===== src/bss_pkg.sv =====
package bss_pkg;

  localparam int unsigned ADDR_W = 5;
  localparam int unsigned DATA_W = 32;

  localparam logic [7:0]  MASTER_ID_RST      = 8'h44;
  localparam logic [7:0]  OWN_ID_RST         = 8'h25;
  localparam logic [5:0]  ACTIVE_SLOTS_RST   = 6'd16;
  localparam logic [5:0]  FRAME_SLOTS_RST    = 6'd48;
  localparam logic [11:0] LIFETIME_TICKS_RST = 12'd1807;
  localparam logic [15:0] TICK_COUNTS_RST    = 16'd2075;
  localparam logic [15:0] RESYNC_COUNTS_RST  = 16'd519;
  localparam logic [7:0]  BLINK_TICKS_RST    = 8'd90;

  // Saturation limits of the acquisition and gap counters, and the gap limit that restarts acquisition.
  localparam logic [5:0] IDS_MAX = 6'd63;
  localparam logic [1:0] GAP_MAX = 2'd3;
  localparam logic [1:0] GAP_LIMIT = 2'd2;

  typedef enum logic [2:0] {
    REG_MASTER_ID      = 3'd0,
    REG_OWN_ID         = 3'd1,
    REG_ACTIVE_SLOTS   = 3'd2,
    REG_FRAME_SLOTS    = 3'd3,
    REG_LIFETIME_TICKS = 3'd4,
    REG_TICK_COUNTS    = 3'd5,
    REG_RESYNC_COUNTS  = 3'd6,
    REG_BLINK_TICKS    = 3'd7
  } reg_idx_t;

  typedef struct packed {
    logic [7:0]  master_id;
    logic [7:0]  own_id;
    logic [5:0]  active_slots;
    logic [5:0]  frame_slots;
    logic [11:0] lifetime_ticks;
    logic [15:0] tick_counts;
    logic [15:0] resync_counts;
    logic [7:0]  blink_ticks;
  } cfg_t;

  typedef struct packed {
    logic       rx_valid;
    logic [7:0] rx_byte;
    logic       rx_error;
  } item_t;

  typedef struct packed {
    logic       tx_valid;
    logic [7:0] tx_byte;
    logic       led_on;
    logic       locked;
  } res_t;

endpackage


===== src/bss_if.sv =====
interface bss_in_if;
  logic       valid;
  logic       ready;
  logic       rx_valid;
  logic [7:0] rx_byte;
  logic       rx_error;

  modport source (output valid, output rx_valid, output rx_byte, output rx_error,
                  input ready);
  modport sink (input valid, input rx_valid, input rx_byte, input rx_error,
                output ready);
endinterface

interface bss_out_if;
  logic       valid;
  logic       ready;
  logic       tx_valid;
  logic [7:0] tx_byte;
  logic       led_on;
  logic       locked;

  modport source (output valid, output tx_valid, output tx_byte, output led_on,
                  output locked, input ready);
  modport sink (input valid, input tx_valid, input tx_byte, input led_on,
                input locked, output ready);
endinterface


===== src/bss_cfg.sv =====
module bss_cfg (
  input  logic                        clk,
  input  logic                        rst_n,
  input  logic                        psel,
  input  logic                        penable,
  input  logic                        pwrite,
  input  logic [bss_pkg::ADDR_W-1:0]  paddr,
  input  logic [bss_pkg::DATA_W-1:0]  pwdata,
  output logic [bss_pkg::DATA_W-1:0]  prdata,
  output logic                        pready,
  output bss_pkg::cfg_t               cfg
);

  bss_pkg::cfg_t     cfg_r;
  bss_pkg::reg_idx_t idx;
  logic              wr_en;

  assign pready = 1'b1;
  assign wr_en  = psel & penable & pwrite;
  assign idx    = bss_pkg::reg_idx_t'(paddr[4:2]);
  assign cfg    = cfg_r;

  always_ff @(posedge clk) begin
    if (!rst_n) begin
      cfg_r.master_id      <= bss_pkg::MASTER_ID_RST;
      cfg_r.own_id         <= bss_pkg::OWN_ID_RST;
      cfg_r.active_slots   <= bss_pkg::ACTIVE_SLOTS_RST;
      cfg_r.frame_slots    <= bss_pkg::FRAME_SLOTS_RST;
      cfg_r.lifetime_ticks <= bss_pkg::LIFETIME_TICKS_RST;
      cfg_r.tick_counts    <= bss_pkg::TICK_COUNTS_RST;
      cfg_r.resync_counts  <= bss_pkg::RESYNC_COUNTS_RST;
      cfg_r.blink_ticks    <= bss_pkg::BLINK_TICKS_RST;
    end else if (wr_en) begin
      case (idx)
        bss_pkg::REG_MASTER_ID:      cfg_r.master_id      <= pwdata[7:0];
        bss_pkg::REG_OWN_ID:         cfg_r.own_id         <= pwdata[7:0];
        bss_pkg::REG_ACTIVE_SLOTS:   cfg_r.active_slots   <= pwdata[5:0];
        bss_pkg::REG_FRAME_SLOTS:    cfg_r.frame_slots    <= pwdata[5:0];
        bss_pkg::REG_LIFETIME_TICKS: cfg_r.lifetime_ticks <= pwdata[11:0];
        bss_pkg::REG_TICK_COUNTS:    cfg_r.tick_counts    <= pwdata[15:0];
        bss_pkg::REG_RESYNC_COUNTS:  cfg_r.resync_counts  <= pwdata[15:0];
        bss_pkg::REG_BLINK_TICKS:    cfg_r.blink_ticks    <= pwdata[7:0];
        default: ;
      endcase
    end
  end

  always_comb begin
    case (idx)
      bss_pkg::REG_MASTER_ID:      prdata = {24'd0, cfg_r.master_id};
      bss_pkg::REG_OWN_ID:         prdata = {24'd0, cfg_r.own_id};
      bss_pkg::REG_ACTIVE_SLOTS:   prdata = {26'd0, cfg_r.active_slots};
      bss_pkg::REG_FRAME_SLOTS:    prdata = {26'd0, cfg_r.frame_slots};
      bss_pkg::REG_LIFETIME_TICKS: prdata = {20'd0, cfg_r.lifetime_ticks};
      bss_pkg::REG_TICK_COUNTS:    prdata = {16'd0, cfg_r.tick_counts};
      bss_pkg::REG_RESYNC_COUNTS:  prdata = {16'd0, cfg_r.resync_counts};
      bss_pkg::REG_BLINK_TICKS:    prdata = {24'd0, cfg_r.blink_ticks};
      default:                     prdata = '0;
    endcase
  end

endmodule


===== src/bss_engine.sv =====
module bss_engine (
  input  logic           clk,
  input  logic           rst_n,
  input  logic           step,
  input  bss_pkg::item_t item,
  input  bss_pkg::cfg_t  cfg,
  output bss_pkg::res_t  res
);

  logic        locked_r, locked_nxt;
  logic [15:0] count_r, count_nxt;
  logic [7:0]  slot_r, slot_nxt;
  logic [5:0]  ids_r, ids_nxt;
  logic [1:0]  gap_r, gap_nxt;
  logic [11:0] life_r, life_nxt;
  logic [7:0]  blink_r, blink_nxt;
  logic        led_r, led_nxt;

  logic [5:0] act;
  logic [5:0] frame;
  logic       tick;
  logic       master;
  logic       tx;

  // Next state for one timer count, in the order tick, byte, loss, acquisition, blink.
  always_comb begin
    act    = (cfg.active_slots == 6'd0) ? 6'd1 : cfg.active_slots;
    frame  = (cfg.frame_slots == 6'd0) ? 6'd1 : cfg.frame_slots;
    tick   = (count_r <= 16'd1);
    master = item.rx_valid & ~item.rx_error & (item.rx_byte == cfg.master_id);
    tx     = 1'b0;

    locked_nxt = locked_r;
    count_nxt  = count_r;
    slot_nxt   = slot_r;
    ids_nxt    = ids_r;
    gap_nxt    = gap_r;
    life_nxt   = life_r;
    blink_nxt  = blink_r;
    led_nxt    = led_r;

    if (tick) begin
      count_nxt = cfg.tick_counts;
      blink_nxt = blink_r + 8'd1;
      if (gap_r < bss_pkg::GAP_MAX) begin
        gap_nxt = gap_r + 2'd1;
      end
      slot_nxt = slot_r + 8'd1;
      if (life_r != 12'd0) begin
        life_nxt = life_r - 12'd1;
      end
      if (locked_r) begin
        if (slot_nxt >= {2'b00, frame}) begin
          slot_nxt = 8'd0;
        end
        tx = (slot_nxt < {2'b00, act});
      end
    end else begin
      count_nxt = count_r - 16'd1;
    end

    if (master) begin
      if (locked_r) begin
        count_nxt = cfg.resync_counts;
        life_nxt  = cfg.lifetime_ticks;
      end else begin
        if (ids_r < bss_pkg::IDS_MAX) begin
          ids_nxt = ids_r + 6'd1;
        end
        gap_nxt = 2'd0;
      end
    end

    if (locked_r && life_nxt == 12'd0) begin
      locked_nxt = 1'b0;
      led_nxt    = 1'b0;
      ids_nxt    = 6'd0;
      gap_nxt    = 2'd0;
    end

    if (!locked_nxt) begin
      if (gap_nxt > bss_pkg::GAP_LIMIT) begin
        ids_nxt = 6'd0;
        gap_nxt = 2'd0;
      end
      if (ids_nxt >= act) begin
        count_nxt  = {1'b0, cfg.tick_counts[15:1]};
        slot_nxt   = {2'b00, frame - 6'd1};
        locked_nxt = 1'b1;
        life_nxt   = cfg.lifetime_ticks;
        ids_nxt    = 6'd0;
        led_nxt    = 1'b1;
      end
    end

    if (locked_nxt && blink_nxt > cfg.blink_ticks) begin
      led_nxt   = ~led_nxt;
      blink_nxt = 8'd0;
    end

    res.tx_valid = tx;
    res.tx_byte  = tx ? cfg.own_id : 8'd0;
    res.led_on   = led_nxt;
    res.locked   = locked_nxt;
  end

  always_ff @(posedge clk) begin
    if (!rst_n) begin
      locked_r <= 1'b0;
      count_r  <= bss_pkg::TICK_COUNTS_RST;
      slot_r   <= 8'd0;
      ids_r    <= 6'd0;
      gap_r    <= 2'd0;
      life_r   <= 12'd0;
      blink_r  <= 8'd0;
      led_r    <= 1'b0;
    end else if (step) begin
      locked_r <= locked_nxt;
      count_r  <= count_nxt;
      slot_r   <= slot_nxt;
      ids_r    <= ids_nxt;
      gap_r    <= gap_nxt;
      life_r   <= life_nxt;
      blink_r  <= blink_nxt;
      led_r    <= led_nxt;
    end
  end

endmodule


===== src/beacon_slot_synchronizer_core.sv =====
// Slave beacon slot synchronizer.
// Each transaction on the in_ch channel is one prescaled timer count, optionally
// carrying a received byte and its error flag. Every accepted count produces
// exactly one transaction on out_ch with the transmit request, the byte to send,
// the LED level and the lock status after that count.
// Items pass through an input register and a result register; the state update
// for one count is combinational logic between them. An accepted count passes
// through both registers before its result is offered, and one count is accepted
// in every cycle as long as the result side takes its transactions.
// The result register sits between the two sides: a new count is taken while a
// finished result waits, and in_ch.ready drops only when both registers are full
// and out_ch.ready is low. A stalled result holds its value until taken.
// The APB-style port (psel/penable/pwrite, pready always high) holds eight
// registers at byte addresses 4*i; write them only while the block is idle.
// Synchronous active-low reset returns all registers to their defaults, clears the
// valid flags of both pipeline registers and leaves the beacon unlocked, LED off.
module beacon_slot_synchronizer_core (
  input  logic                        clk,
  input  logic                        rst_n,
  bss_in_if.sink                      in_ch,
  bss_out_if.source                   out_ch,
  input  logic                        psel,
  input  logic                        penable,
  input  logic                        pwrite,
  input  logic [bss_pkg::ADDR_W-1:0]  paddr,
  input  logic [bss_pkg::DATA_W-1:0]  pwdata,
  output logic [bss_pkg::DATA_W-1:0]  prdata,
  output logic                        pready
);

  bss_pkg::cfg_t  cfg;
  bss_pkg::item_t in_item_r;
  bss_pkg::res_t  res;
  bss_pkg::res_t  out_res_r;
  logic           in_vld_r, in_vld_nxt;
  logic           out_vld_r, out_vld_nxt;
  logic           in_accept;
  logic           step_fire;

  bss_cfg u_cfg (
    .clk     (clk),
    .rst_n   (rst_n),
    .psel    (psel),
    .penable (penable),
    .pwrite  (pwrite),
    .paddr   (paddr),
    .pwdata  (pwdata),
    .prdata  (prdata),
    .pready  (pready),
    .cfg     (cfg)
  );

  // The held count is processed whenever the result register is free or drains.
  assign step_fire   = in_vld_r & (~out_vld_r | out_ch.ready);
  assign in_ch.ready = ~in_vld_r | step_fire;
  assign in_accept   = in_ch.valid & in_ch.ready;

  bss_engine u_engine (
    .clk   (clk),
    .rst_n (rst_n),
    .step  (step_fire),
    .item  (in_item_r),
    .cfg   (cfg),
    .res   (res)
  );

  always_comb begin
    in_vld_nxt = in_vld_r;
    if (in_accept) begin
      in_vld_nxt = 1'b1;
    end else if (step_fire) begin
      in_vld_nxt = 1'b0;
    end
    out_vld_nxt = out_vld_r;
    if (step_fire) begin
      out_vld_nxt = 1'b1;
    end else if (out_ch.ready) begin
      out_vld_nxt = 1'b0;
    end
  end

  always_ff @(posedge clk) begin
    if (!rst_n) begin
      in_vld_r  <= 1'b0;
      out_vld_r <= 1'b0;
    end else begin
      in_vld_r  <= in_vld_nxt;
      out_vld_r <= out_vld_nxt;
    end
  end

  // Payload registers carry no reset.
  always_ff @(posedge clk) begin
    if (in_accept) begin
      in_item_r.rx_valid <= in_ch.rx_valid;
      in_item_r.rx_byte  <= in_ch.rx_byte;
      in_item_r.rx_error <= in_ch.rx_error;
    end
    if (step_fire) begin
      out_res_r <= res;
    end
  end

  assign out_ch.valid    = out_vld_r;
  assign out_ch.tx_valid = out_res_r.tx_valid;
  assign out_ch.tx_byte  = out_res_r.tx_byte;
  assign out_ch.led_on   = out_res_r.led_on;
  assign out_ch.locked   = out_res_r.locked;

  // A held count that is not processed must still be held next cycle.
  a_in_hold: assert property (@(posedge clk) disable iff (!rst_n)
    in_vld_r && !step_fire |=> in_vld_r)
    else $error("held input count lost without being processed");

  // Every processed count leaves a result to deliver.
  a_res_after_step: assert property (@(posedge clk) disable iff (!rst_n)
    step_fire |=> out_vld_r)
    else $error("processed count produced no result");

  // The LED is only ever lit while locked.
  a_led_locked: assert property (@(posedge clk) disable iff (!rst_n)
    out_vld_r && out_res_r.led_on |-> out_res_r.locked)
    else $error("LED on while unlocked");

  // Nothing but the own ID is ever sent.
  a_tx_own: assert property (@(posedge clk) disable iff (!rst_n)
    out_vld_r && out_res_r.tx_valid |-> out_res_r.tx_byte == cfg.own_id)
    else $error("transmitted byte differs from own ID");

endmodule


===== src/flat_wrapper.sv =====
// flat-port wrapper written by rule: the top's interface ports become plain ports
module beacon_slot_synchronizer_core_flat 
  (clk, rst_n, psel, penable, pwrite, paddr, pwdata, prdata, pready, in_ch_valid, in_ch_rx_valid, in_ch_rx_byte, in_ch_rx_error, in_ch_ready, out_ch_valid, out_ch_tx_valid, out_ch_tx_byte, out_ch_led_on, out_ch_locked, out_ch_ready);
  bss_in_if in_ch_i ();
  bss_out_if out_ch_i ();
  input  logic clk;
  input  logic rst_n;
  input  logic psel;
  input  logic penable;
  input  logic pwrite;
  input  logic [bss_pkg::ADDR_W-1:0] paddr;
  input  logic [bss_pkg::DATA_W-1:0] pwdata;
  output logic [bss_pkg::DATA_W-1:0] prdata;
  output logic pready;
  input wire logic [$bits(in_ch_i.valid)-1:0] in_ch_valid;
  input wire logic [$bits(in_ch_i.rx_valid)-1:0] in_ch_rx_valid;
  input wire logic [$bits(in_ch_i.rx_byte)-1:0] in_ch_rx_byte;
  input wire logic [$bits(in_ch_i.rx_error)-1:0] in_ch_rx_error;
  output wire logic [$bits(in_ch_i.ready)-1:0] in_ch_ready;
  output wire logic [$bits(out_ch_i.valid)-1:0] out_ch_valid;
  output wire logic [$bits(out_ch_i.tx_valid)-1:0] out_ch_tx_valid;
  output wire logic [$bits(out_ch_i.tx_byte)-1:0] out_ch_tx_byte;
  output wire logic [$bits(out_ch_i.led_on)-1:0] out_ch_led_on;
  output wire logic [$bits(out_ch_i.locked)-1:0] out_ch_locked;
  input wire logic [$bits(out_ch_i.ready)-1:0] out_ch_ready;
  assign in_ch_i.valid = in_ch_valid;
  assign in_ch_i.rx_valid = in_ch_rx_valid;
  assign in_ch_i.rx_byte = in_ch_rx_byte;
  assign in_ch_i.rx_error = in_ch_rx_error;
  assign in_ch_ready = in_ch_i.ready;
  assign out_ch_valid = out_ch_i.valid;
  assign out_ch_tx_valid = out_ch_i.tx_valid;
  assign out_ch_tx_byte = out_ch_i.tx_byte;
  assign out_ch_led_on = out_ch_i.led_on;
  assign out_ch_locked = out_ch_i.locked;
  assign out_ch_i.ready = out_ch_ready;
  beacon_slot_synchronizer_core u_core (.clk(clk), .rst_n(rst_n), .in_ch(in_ch_i), .out_ch(out_ch_i), .psel(psel), .penable(penable), .pwrite(pwrite), .paddr(paddr), .pwdata(pwdata), .prdata(prdata), .pready(pready));
endmodule

===== config.mk =====
export PLATFORM = sky130hd
export DESIGN_NAME = beacon_slot_synchronizer_core_flat
export DESIGN_NICKNAME = d
export VERILOG_FILES = /design/src/bss_pkg.sv /design/src/bss_if.sv /design/src/bss_cfg.sv /design/src/bss_engine.sv /design/src/beacon_slot_synchronizer_core.sv /design/src/flat_wrapper.sv
export SDC_FILE = /design/constraint.sdc
export NUM_CORES = 1
export LEC_CHECK = 0
export BUFFER_PORTS_ARGS = -buffer_cell sky130_fd_sc_hd__buf_2
export CAP_MARGIN = 40
export CORE_MARGIN = 2
export CORE_UTILIZATION = 65
export CTS_BUF_LIST = sky130_fd_sc_hd__clkbuf_2
export DETAILED_ROUTE_END_ITERATION = 12
export MAX_ROUTING_LAYER = met4
export PLACE_DENSITY = 0.92
export SYNTH_ARGS = -nofsm -noshare
export SYNTH_HDL_FRONTEND = slang
export SYNTH_SLANG_ARGS = --single-unit

===== constraint.sdc =====
create_clock -name clk -period 13.6 [get_ports clk]
set_input_delay 1.36 -clock clk [delete_from_list [all_inputs] [get_ports clk]]
set_output_delay 1.36 -clock clk [all_outputs]
set_load 0.02 [all_outputs]

Word level (Yosys, flattened, before mapping). Index checks and enable logic that the tools add are counted.

Bitwise operators: 12. $add $sub $neg: 7. Reduce and logical (&&, ||, !) cells: 17. Mux-type cells: 51. Eq/ne operators: 8. Order comparisons: 8.

Operator list (number): 32-bit case mux with 8 select lines (1); 16-bit 2-to-1 mux (5); 12-bit 2-to-1 mux (6); 8-bit 2-to-1 mux (9); 6-bit 2-to-1 mux (10); 8-bit by 1-bit adder with 8-bit output (second input constant) (2); 16-bit by 1-bit less-or-equal comparator with 1-bit output (second input constant) (1); 2-bit AND reduction (8); 16-bit by 1-bit subtractor with 16-bit output (second input constant) (1); 2-bit 2-to-1 mux (7); 1-bit 2-to-1 mux (13); 3-bit == test (second input constant) (4); 12-bit logical NOT (1); 6-bit logical NOT (2); 12-bit nonzero test (1); 12-bit by 1-bit subtractor with 12-bit output (second input constant) (1); 8-bit == test (1); 8-bit by 6-bit >= comparator with 1-bit output (1); 8-bit > comparator (1); 8-bit by 6-bit less-than comparator with 1-bit output (1); 6-bit by 1-bit adder with 6-bit output (second input constant) (1); 1-bit AND (6); 3-bit by 2-bit == test with 1-bit output (second input constant) (2); 6-bit >= comparator (1); other kinds (11) (17).

Bits of input ports: 54. Flip-flop bits (word level): 157. Output and inout bits: 46.

Depth between registers and ports, before layout. Gate-level depths: netlist of the first run.

Depth in word-level cells: 16. Gate-level depth with buffers: 23. Mapped depth without buffers: 21.

Hierarchy. From an unflattened synthesis of the first run, not the netlist that was laid out.

Cells, all modules: 1176. Area total of the unflattened synthesis: 9530.4 um^2.

By module, submodules not included: bss_engine (cells an instance 671, area each 4958.5 um^2, seq. area each 1081.0 um^2, instances 1); bss_cfg (cells an instance 475, area each 3837.4 um^2, seq. area each 1601.5 um^2, instances 1); beacon_slot_synchronizer_core (cells an instance 30, area each 734.5 um^2, seq. area each 670.6 um^2, instances 1).

Worst setup path before layout of the first run. OpenSTA, ideal clock, no wires.

Kind: reg2reg. Start point: register u_core.u_engine.life_r[0]. End point: register u_core.u_engine.life_r[10]. Arrival: 4.921 ns. Data required time: 13.465 ns. Slack: 8.544 ns. Buffers on the path: 1. Stages on the path, launching flop included: 22. Setup time: 0.135 ns. Cells stage by stage: dfxtp_1 inv_1 ha_1 or4b_4 a311o_1 o31a_1 a2111oi_2 a21oi_1 nor4_1 and2_1 a21o_1 nand2b_1 ha_1 nand2b_1 a21o_1 a21o_1 a21oi_1 o21ai_0 a21oi_1 clkbuf_1 mux2i_1 o32ai_1.

Cells in the longest elaborated chain, start to end: 14. Elaborated cells on any way between the ends: 17. Those cells by class: add/sub: 1; order compare: 2; mux: 11; reduce/logical: 3.

RTL lines: from (decl) (RTL line bss_engine.sv:15) `logic [11:0] life_r, life_nxt;`; from (signal assigned) (RTL line bss_engine.sv:123) `life_r <= life_nxt;`; 12-bit by 1-bit subtractor with 12-bit output or 12-bit nonzero test (tied branches) (RTL line bss_engine.sv:50, bss_engine.sv:49); 12-bit 2-to-1 mux (RTL line bss_engine.sv:49) `if (life_r != 12'd0) begin`; 12-bit 2-to-1 mux (*) (RTL line bss_engine.sv:42) `if (tick) begin`; 12-bit 2-to-1 mux (RTL line bss_engine.sv:63) `if (locked_r) begin`; 12-bit 2-to-1 mux (*) (RTL line bss_engine.sv:62) `if (master) begin`; 12-bit logical NOT (RTL line bss_engine.sv:74) `if (locked_r && life_nxt == 12'd0) begin`; 1-bit logical AND (RTL line bss_engine.sv:74); 2-bit 2-to-1 mux (RTL line bss_engine.sv:74); 2-bit > comparator (RTL line bss_engine.sv:82) `if (gap_nxt > bss_pkg::GAP_LIMIT) begin`; 6-bit 2-to-1 mux (RTL line bss_engine.sv:82); 6-bit 2-to-1 mux (RTL line bss_engine.sv:81) `if (!locked_nxt) begin`; 6-bit >= comparator (RTL line bss_engine.sv:86) `if (ids_nxt >= act) begin`; 12-bit 2-to-1 mux (RTL line bss_engine.sv:86); 12-bit 2-to-1 mux (*) (RTL line bss_engine.sv:81).

Every way passes the cells marked *; elsewhere a longest branch is shown, timed or not. The select of a mux whose other input is x is not followed. A chain may end at the register's enable or synchronous reset.

Worst setup path in the final report of the first run.
Start point: register u_core.u_engine.life_r[0]. End point: register u_core.u_engine.life_r[2].

Same word-level chain as after synthesis.

==> run_results.csv, run 1 <==
group,metric,value,unit
run_status,run_status,"completed",
synth,synth_simple_gate_area_share,23.2,%
synth,synth.avg_cell_area,8.05,um2
timing,timing.final.crit_period,6080,ps
drt,num_vias,9028,
finish,nets,1264,
placement,io_buffer_count,64,
synth,synth_xor_xnor_area_share,3.78,%
drt,antenna_left,0,
timing,setup_total_negative_slack,0,ps
timing,maxSlewHeadroom,45.4,%
timing,rsz0062_at_grt,"false",
clock_network,clockBufferDepth,2,
timing,final-hold-violation-count,0,
critical_path,worst_setup_path_start_kind,"register",
synth,synth-edff-count,21,
synth,yosys_register_bits,157,
clock_network,post_cts_gate_resize_count,0,
synth,ys_async_sr_fraction,0,%
timing,max_clock_freq,0.165,GHz
grt,antenna_found_initial,1,
synth,yosys.area.top_type,"sky130_fd_sc_hd__dfxtp_1",
critical_path,worstPathMaxFanout,17,
drt,firstDrtPassIters,5,
critical_path,criticalPathCategory,"reg -> reg",
synth,fraction_of_the_mapped_netlist_area_in_compound_gates,19.0,%
finish,drive_gt1_share,12.1,%
placement,routability_congestion_estimate_from_global_placement,1.00,
drt,postRouteWirelength,26100,um
critical_path,end_kind,"register",
run,timing.max_cap.violations,0,
worst_hold_path,hold_crit_path_type,"reg -> reg",
power,power.density,86.0,nW/um2
drt,routedWlPerCell,19.0,um
timing,part_of_the_cycle_the_worst_path_needs,44.7,%
drt,route.detailed.drc,0,
synth,synth.cell_area,9280,um2
critical_path,critPathArrivalTime,6840,ps
clock_network,cts_setup_buffers,0,
timing,finalMaxSlewViolations,0,
drt,drt-vias-per-instance,6.58,
timing,worst-slew-pin-transition,808,ps
critical_path,ff2ff_setup_slack,7520,ps
synth,synthMuxAreaShare,7.05,%
grt,grt_first_pass_wirelength,41800,um
clock_network,clkLatencyLatePin,790,ps
finish,syn_to_final_growth,6.59,%
synth,adder_cell_area_share_of_the_yosys_netlist,4.31,%
synth,synth_cell_types,73,
clock_network,cts_max_level,4,
floorplanning,ios,100,
power,ir_worst_vdd,86.2,uV
clock_network,clk_root_buffer_cell,"sky130_fd_sc_hd__clkbuf_2",
grt,first_global_vias,8312,
synth,post_synthesis_cell_count,1153,
floorplanning,fp.dieArea,15200,um2
grt,gr-total-overflow,0,
clock_network,cts_hold_buffers,0,
synth,synth_flop_cell,"sky130_fd_sc_hd__dfxtp_1",
synth,synth.yosys.seq_area_share,36.1,%
floorplanning,fp.dieH,123,um
timing,hold_slack,494,ps
synth,netlist.area_leader.share,29.3,%
synth,synth_top_family_by_area,"simple AND/OR/NAND/NOR gates",
grt,grt_use_total,36.4,%
clock_network,tritoncts_num_sinks,157,
floorplanning,floorplan.core_area,13900,um2
critical_path,crit_required,14360,ps
floorplanning,floorplan.die.width,123,um
timing,worst_clock_skew,23.1,ps
synth,yosys_warnings,0,
floorplanning,std_cell_rows,43,
placement,detailed_place_hpwl,18000,um
power,p_leak,3.93,nW
grt,grt_start_max_net_pins,68,
synth,post_synth_main_area_contributors,"sky130_fd_sc_hd__dfxtp_1, sky130_fd_sc_hd__nand2_1, sky130_fd_sc_hd__edfxtp_1",
clock_network,clk_pin_slew_worst_paths,230,ps
finish,postLayoutCoreUtil,71.0,%
clock_network,cts_tree,"done",
drt,first_iter_violations,1194,
floorplanning,start_util,66.6,%
timing,setup-violations-final,0,
clock_network,numCtsBuffers,17,
[critical path, cell delays in order, from the launching register on]
cell and delay (ps):
sky130_fd_sc_hd__dfxtp_1 420, sky130_fd_sc_hd__inv_1 110, sky130_fd_sc_hd__ha_1 260, sky130_fd_sc_hd__or4b_4 530
sky130_fd_sc_hd__a311o_1 370, sky130_fd_sc_hd__o31a_1 260, sky130_fd_sc_hd__a2111oi_2 330, sky130_fd_sc_hd__a21oi_1 160
sky130_fd_sc_hd__nor4_1 660, sky130_fd_sc_hd__and2_1 280, sky130_fd_sc_hd__a21o_1 190, sky130_fd_sc_hd__nand2b_1 130
sky130_fd_sc_hd__ha_1 220, sky130_fd_sc_hd__nand2b_1 140, sky130_fd_sc_hd__a21o_1 190, sky130_fd_sc_hd__a21o_1 170
sky130_fd_sc_hd__a21oi_1 210, sky130_fd_sc_hd__o21ai_0 140, sky130_fd_sc_hd__buf_4 200, sky130_fd_sc_hd__and2_1 330
sky130_fd_sc_hd__buf_16 240, sky130_fd_sc_hd__nor4_1 290, sky130_fd_sc_hd__o31a_1 180
[synth_stat cells, drive strengths merged (7+ instances only)]
| cell type | number |
|---|---|
| nand2 | 185 |
| dfxtp | 136 |
| nor2 | 119 |
| a21oi | 83 |
| clkbuf | 61 |
| mux2i | 44 |
| o21ai | 40 |
| nand3 | 39 |
| inv | 38 |
| buf | 32 |
| ha | 32 |
| a211oi | 28 |
| xnor2 | 24 |
| edfxtp | 21 |
| nor4 | 21 |
| o31ai | 21 |
| nor3 | 19 |
| nand4 | 17 |
| nor2b | 17 |
| xor2 | 16 |
| o211ai | 14 |
| a21o | 13 |
| a22oi | 9 |
| mux4 | 8 |
| or3 | 8 |
| a31oi | 7 |
| nand2b | 7 |
| nor3b | 7 |
[path summary, 6_finish.rpt]
check,start,to,cells past startpoint
max,u_core.u_engine.life_r[0],u_core.u_engine.life_r[2],22
min,u_core.u_cfg.cfg[11],u_core.u_cfg.cfg[11],2
max reg2reg,u_core.u_engine.life_r[0],u_core.u_engine.life_r[2],22
min reg2reg,u_core.u_cfg.cfg[11],u_core.u_cfg.cfg[11],2
[state kept, by name, summed over array words and instances, names as in the netlist]
name                      count
u_core.out_ch.locked          1
u_core.u_engine.count_r      16
u_core.u_engine.slot_r        8
u_core.out_ch.tx_byte         8
u_core.in_vld_r               1
u_core.u_engine.ids_r         6
u_core.in_item_r             10
u_core.u_engine.locked_r      1
u_core.u_engine.life_r       12
u_core.u_engine.led_r         1
u_core.u_cfg.cfg             80
u_core.out_ch.valid           1
u_core.u_engine.blink_r       8
u_core.out_ch.led_on          1
u_core.u_engine.gap_r         2
u_core.out_ch.tx_valid        1
[power breakdown]
| group | total, mW | internal [mW] | switching [mW] |
|---|---|---|---|
| Combinational | 0.0843 | 0.0261 | 0.0582 |
| Sequential | 0.484 | 0.478 | 0.00631 |
| Clock | 0.282 | 0.105 | 0.177 |
[per-stage QoR]
stage	area (um2)	setup WS [ps]	std cells	power (mW)
floorplan	9340	8540	1168	0.552
detailed placement	9630	7690	1339	0.575
finish	9890	7520	1372	0.850
CTS	9890	7610	1371	0.846
global placement	9540	7450	1332	0.571
global route	9890	7230	1372	0.873
[cell usage in the layout, fill, tap and decap left out, types with 7 or more instances in the layout]
cell type                  count
sky130_fd_sc_hd__nand2_1     184
sky130_fd_sc_hd__dfxtp_1     136
sky130_fd_sc_hd__nor2_1      118
sky130_fd_sc_hd__a21oi_1      83
sky130_fd_sc_hd__buf_2        64
sky130_fd_sc_hd__mux2i_1      44
sky130_fd_sc_hd__nand3_1      39
sky130_fd_sc_hd__inv_1        37
sky130_fd_sc_hd__o21ai_0      37
sky130_fd_sc_hd__ha_1         32
sky130_fd_sc_hd__a211oi_1     28
sky130_fd_sc_hd__xnor2_1      24
sky130_fd_sc_hd__edfxtp_1     21
sky130_fd_sc_hd__nor4_1       19
sky130_fd_sc_hd__o31ai_1      19
sky130_fd_sc_hd__nor3_1       19
sky130_fd_sc_hd__clkbuf_2     18
sky130_fd_sc_hd__nor2b_1      17
sky130_fd_sc_hd__nand4_1      17
sky130_fd_sc_hd__conb_1       17
sky130_fd_sc_hd__buf_4        17
sky130_fd_sc_hd__xor2_1       16
sky130_fd_sc_hd__o211ai_1     14
sky130_fd_sc_hd__a21o_1       13
sky130_fd_sc_hd__a22oi_1       9
sky130_fd_sc_hd__or3_1         8
sky130_fd_sc_hd__mux4_2        8
sky130_fd_sc_hd__nand2b_1      7
sky130_fd_sc_hd__a31oi_1       7
sky130_fd_sc_hd__nor3b_1       7
[final cells by class]
type	instances	area, um2
Inverter	39	146
Multi-Input combinational cell	879	5400
Clock buffer	18	90.1
Timing Repair Buffer	84	505
Clock inverter	14	169
Antenna cell	1	2.50
Tap cell	180	225
Sequential cell	157	3350
Fill cell	1009	4040
[logic make-up after synthesis]
group                      Yosys count
buffers and inverters              132
DFF                                157
xor gates and xnor gates            40
muxes                               55
adders and majority gates           32
and+or+nand+nor                    469
AOI/OAI and AO/OA                  266
other                                2
[routing by layer]
layer	up-vias	routed length [um]	global-route usage, %
met5	-	0	-
met4	0	1070	16.3
met3	111	2780	8.03
met2	595	11700	53.6
met1	4182	10500	48.0
li1	4140	-	-
Power figures use the tool's default switching activity.
==> inputs of run 2 (changes only) <==
Settings changed: ABC_AREA set to 1, CORE_UTILIZATION 65 to 55, PLACE_DENSITY 0.92 to 0.83.
Clock period 13.6 ns to 5.08 ns, I/O delays scaled along.
==> run 2 against run 1 <==
Compared with the run above:
- worst hold slack lost 410 ps
- non-clock buffer count grew 14
- die area grew 16%
- total power grew to 3.0 times the previous value
- global-route usage shrank 6.9 points
- critical path depth grew 3
- critical endpoint is now u_core.u_engine.count_r[6]
==> run_results.csv, run 2 <==
group,metric,value,unit
run_status,run_status,"completed",
timing,setup_total_negative_slack,0,ps
drt,dr_wl_met3,2540,um
finish,layout_commonest_cell,"sky130_fd_sc_hd__nand2_1",
timing,finalMaxSlewViolations,0,
drt,route.met2.wl,11400,um
clock_network,cts_max_level,4,
timing,worst_clock_skew,32.6,ps
placement,io_buffer_count,64,
drt,first_iter_violations,1070,
synth,yosysMostFrequentCell,"sky130_fd_sc_hd__nand2_1",
grt,grt_start_max_net_pins,72,
drt,route.detailed.drc,0,
finish,final_cell_mix,"sky130_fd_sc_hd__nand2_1, sky130_fd_sc_hd__inv_1, sky130_fd_sc_hd__a21oi_1",
grt,grt_first_pass_wirelength,41100,um
synth,post_synthesis_cell_count,1357,
critical_path,setup.worst_path.start,"u_core.in_item_r[0]",
floorplanning,ios,100,
drt,drt-vias-per-instance,5.63,
drt,antenna_left,0,
power,p_total,2.59,mW
floorplanning,std_cell_rows,47,
timing,setup-violations-final,0,
timing,post-route-worst-setup-slack,417,ps
finish,drive_gt1_share,9.15,%
finish,ff_latch_area,3350,um2
grt,first_global_vias,8357,
worst_hold_path,hold_crit_path_type,"in -> reg",
grt,grt_use_total,29.5,%
synth,ys_async_sr_fraction,0,%
run,timing.max_cap.violations,0,
synth,synth_cell_types,44,
power,power.density,258,nW/um2
critical_path,end_kind,"register",
critical_path,critical_path.reg2reg.startpoint,"u_core.in_item_r[0]",
critical_path,crit_path_max_incr_delay,470,ps
critical_path,crit_required,5730,ps
finish,nets,1504,
critical_path,criticalPathCategory,"reg -> reg",
synth,yosys_register_bits,157,
timing,max_clock_freq,0.214,GHz
timing,rsz0062_at_grt,"false",
clock_network,tritoncts_num_sinks,157,
power,p_leak,4.63,nW
placement,routability_congestion_estimate_from_global_placement,0.961,
timing,part_of_the_cycle_the_worst_path_needs,91.8,%
drt,highest-signal-layer,"met4",
critical_path,critPathArrivalTime,5310,ps
synth,synth.yosys.seq_area_share,36.5,%
placement,detailedPlace.worstSlack,459,ps
clock_network,clk_root_buffer_cell,"sky130_fd_sc_hd__clkbuf_2",
critical_path,worst_path_most_repeated_cell,"sky130_fd_sc_hd__nand2_1",
drt,postRouteWirelength,25300,um
worst_hold_path,hold_path_startpoint,"pwdata[2]",
critical_path,worstPathMaxFanout,28,
drt,routedWlPerCell,15.3,um
finish,syn_to_final_growth,9.26,%
synth,synth.avg_cell_area,6.77,um2
synth,netlist.area_leader.share,29.6,%
finish,largest_register_ff_count,80,
synth,synth-edff-count,21,
clock_network,numCtsBuffers,17,
floorplanning,floorplan.core_area,16500,um2
critical_path,worst_setup_path_start_kind,"register",
finish,multi_input_area,4870,um2
timing,timing.final.crit_period,4660,ps
synth,synth.cell_area,9190,um2
drt,wl_met1,10800,um
timing,maxSlewHeadroom,41.5,%
floorplanning,fp.dieArea,17800,um2
grt,gr-total-overflow,0,
floorplanning,fp.dieH,133,um
timing,final-hold-violation-count,0,
drt,firstDrtPassIters,5,
grt,antenna_found_initial,1,
synth,synth_flop_cell,"sky130_fd_sc_hd__dfxtp_1",
synth,yosys.area.top_type,"sky130_fd_sc_hd__dfxtp_1",
clock_network,clockBufferDepth,2,
finish,n_fill_cell,1537,
drt,num_vias,9305,
floorplanning,floorplan.die.width,133,um
clock_network,cts_tree,"done",
timing,worst-slew-pin-transition,874,ps
power,ir_worst_vdd,191,uV
critical_path,crit_path_top_delay_cell,"sky130_fd_sc_hd__nor3_1",
clock_network,clkLatencyLatePin,780,ps
clock_network,clk_pin_slew_worst_paths,260,ps
synth,post_synth_main_area_contributors,"sky130_fd_sc_hd__dfxtp_1, sky130_fd_sc_hd__nand2_1, sky130_fd_sc_hd__a21oi_1",
synth,yosys_warnings,0,
floorplanning,start_util,55.8,%
synth,synth_commonest_cells,"sky130_fd_sc_hd__nand2_1, sky130_fd_sc_hd__inv_1, sky130_fd_sc_hd__a21oi_1, sky130_fd_sc_hd__dfxtp_1, sky130_fd_sc_hd__o21ai_0",
placement,detailed_place_hpwl,17200,um
## run 2: final timing paths
kind                                                   end  slack [ps]  cells past startpoint
worst max-delay path            u_core.u_engine.count_r[6]         420                     25
worst min-delay path                  u_core.u_cfg.cfg[10]          80                      3
worst max register to register  u_core.u_engine.count_r[6]         420                     25
worst min register to register    u_core.u_engine.gap_r[0]         490                      2
## run 2: cell families after synthesis
group / after synthesis / synth area share (%)
flip-flops: 157 / 36.5
AND/OR/NAND/NOR: 551 / 24.8
adder cells (fa/ha/maj): 32 / 4.36
XOR/XNOR: 26 / 2.48
AO/OA/AOI/OAI: 338 / 20.5
buffers and inverters: 250 / 11.2
multiplexers: 1 / 0.123
other: 2 / 0.0818
## run 2: what timing repair did
item | CTS | global route
resized for setup | 0 | 1
endpoints found under the setup margin | 0 | 2
hold endpoints to repair | 25 | 0
hold buffers | 19 | 0
buffers inserted | 0 | 0
## run 2: layout make-up
cell class / count / share of cell area [%]
Inverter: 179 / 6.72
Clock buffer: 17 / 0.848
Antenna cell: 1 / 0.0249
Timing Repair Buffer: 98 / 6.31
Clock inverter: 15 / 1.45
Sequential cell: 157 / 33.4
Tap cell: 220 / 2.74
Multi-Input combinational cell: 965 / 48.5
## run 2: power by group
part | internal (mW) | total, mW | switching, mW
logic | 0.179 | 0.560 | 0.381
registers | 1.31 | 1.34 | 0.0356
clock network | 0.157 | 0.690 | 0.533
## run 2: layer usage
metal | track usage, % | vias up
li1 | - | 4570
met1 | 39.2 | 4210
met2 | 45.8 | 464
met3 | 5.71 | 61
met4 | 8.98 | 0
met5 | - | -
## run 2: worst max-delay path: cells and delay by family (launching register included)
| family | cells | cell delay (ps) |
|---|---|---|
| fa+ha+maj | 1 | 290 |
| buf+inv | 4 | 810 |
| simple gates | 17 | 2480 |
| compound gates | 3 | 510 |
| flops | 1 | 460 |
## run 2: per-stage QoR
step                      std cells  area [um2]  hold WS [ps]  utilization, %
after floorplan                1372        9240           437               -
after global placement         1599        9600           453            58.3
after detailed placement       1600        9610           459            58.3
after CTS                      1651       10000          57.1            60.9
after global routing           1652       10000          41.5            61.0
final                          1652       10000          82.7            61.0
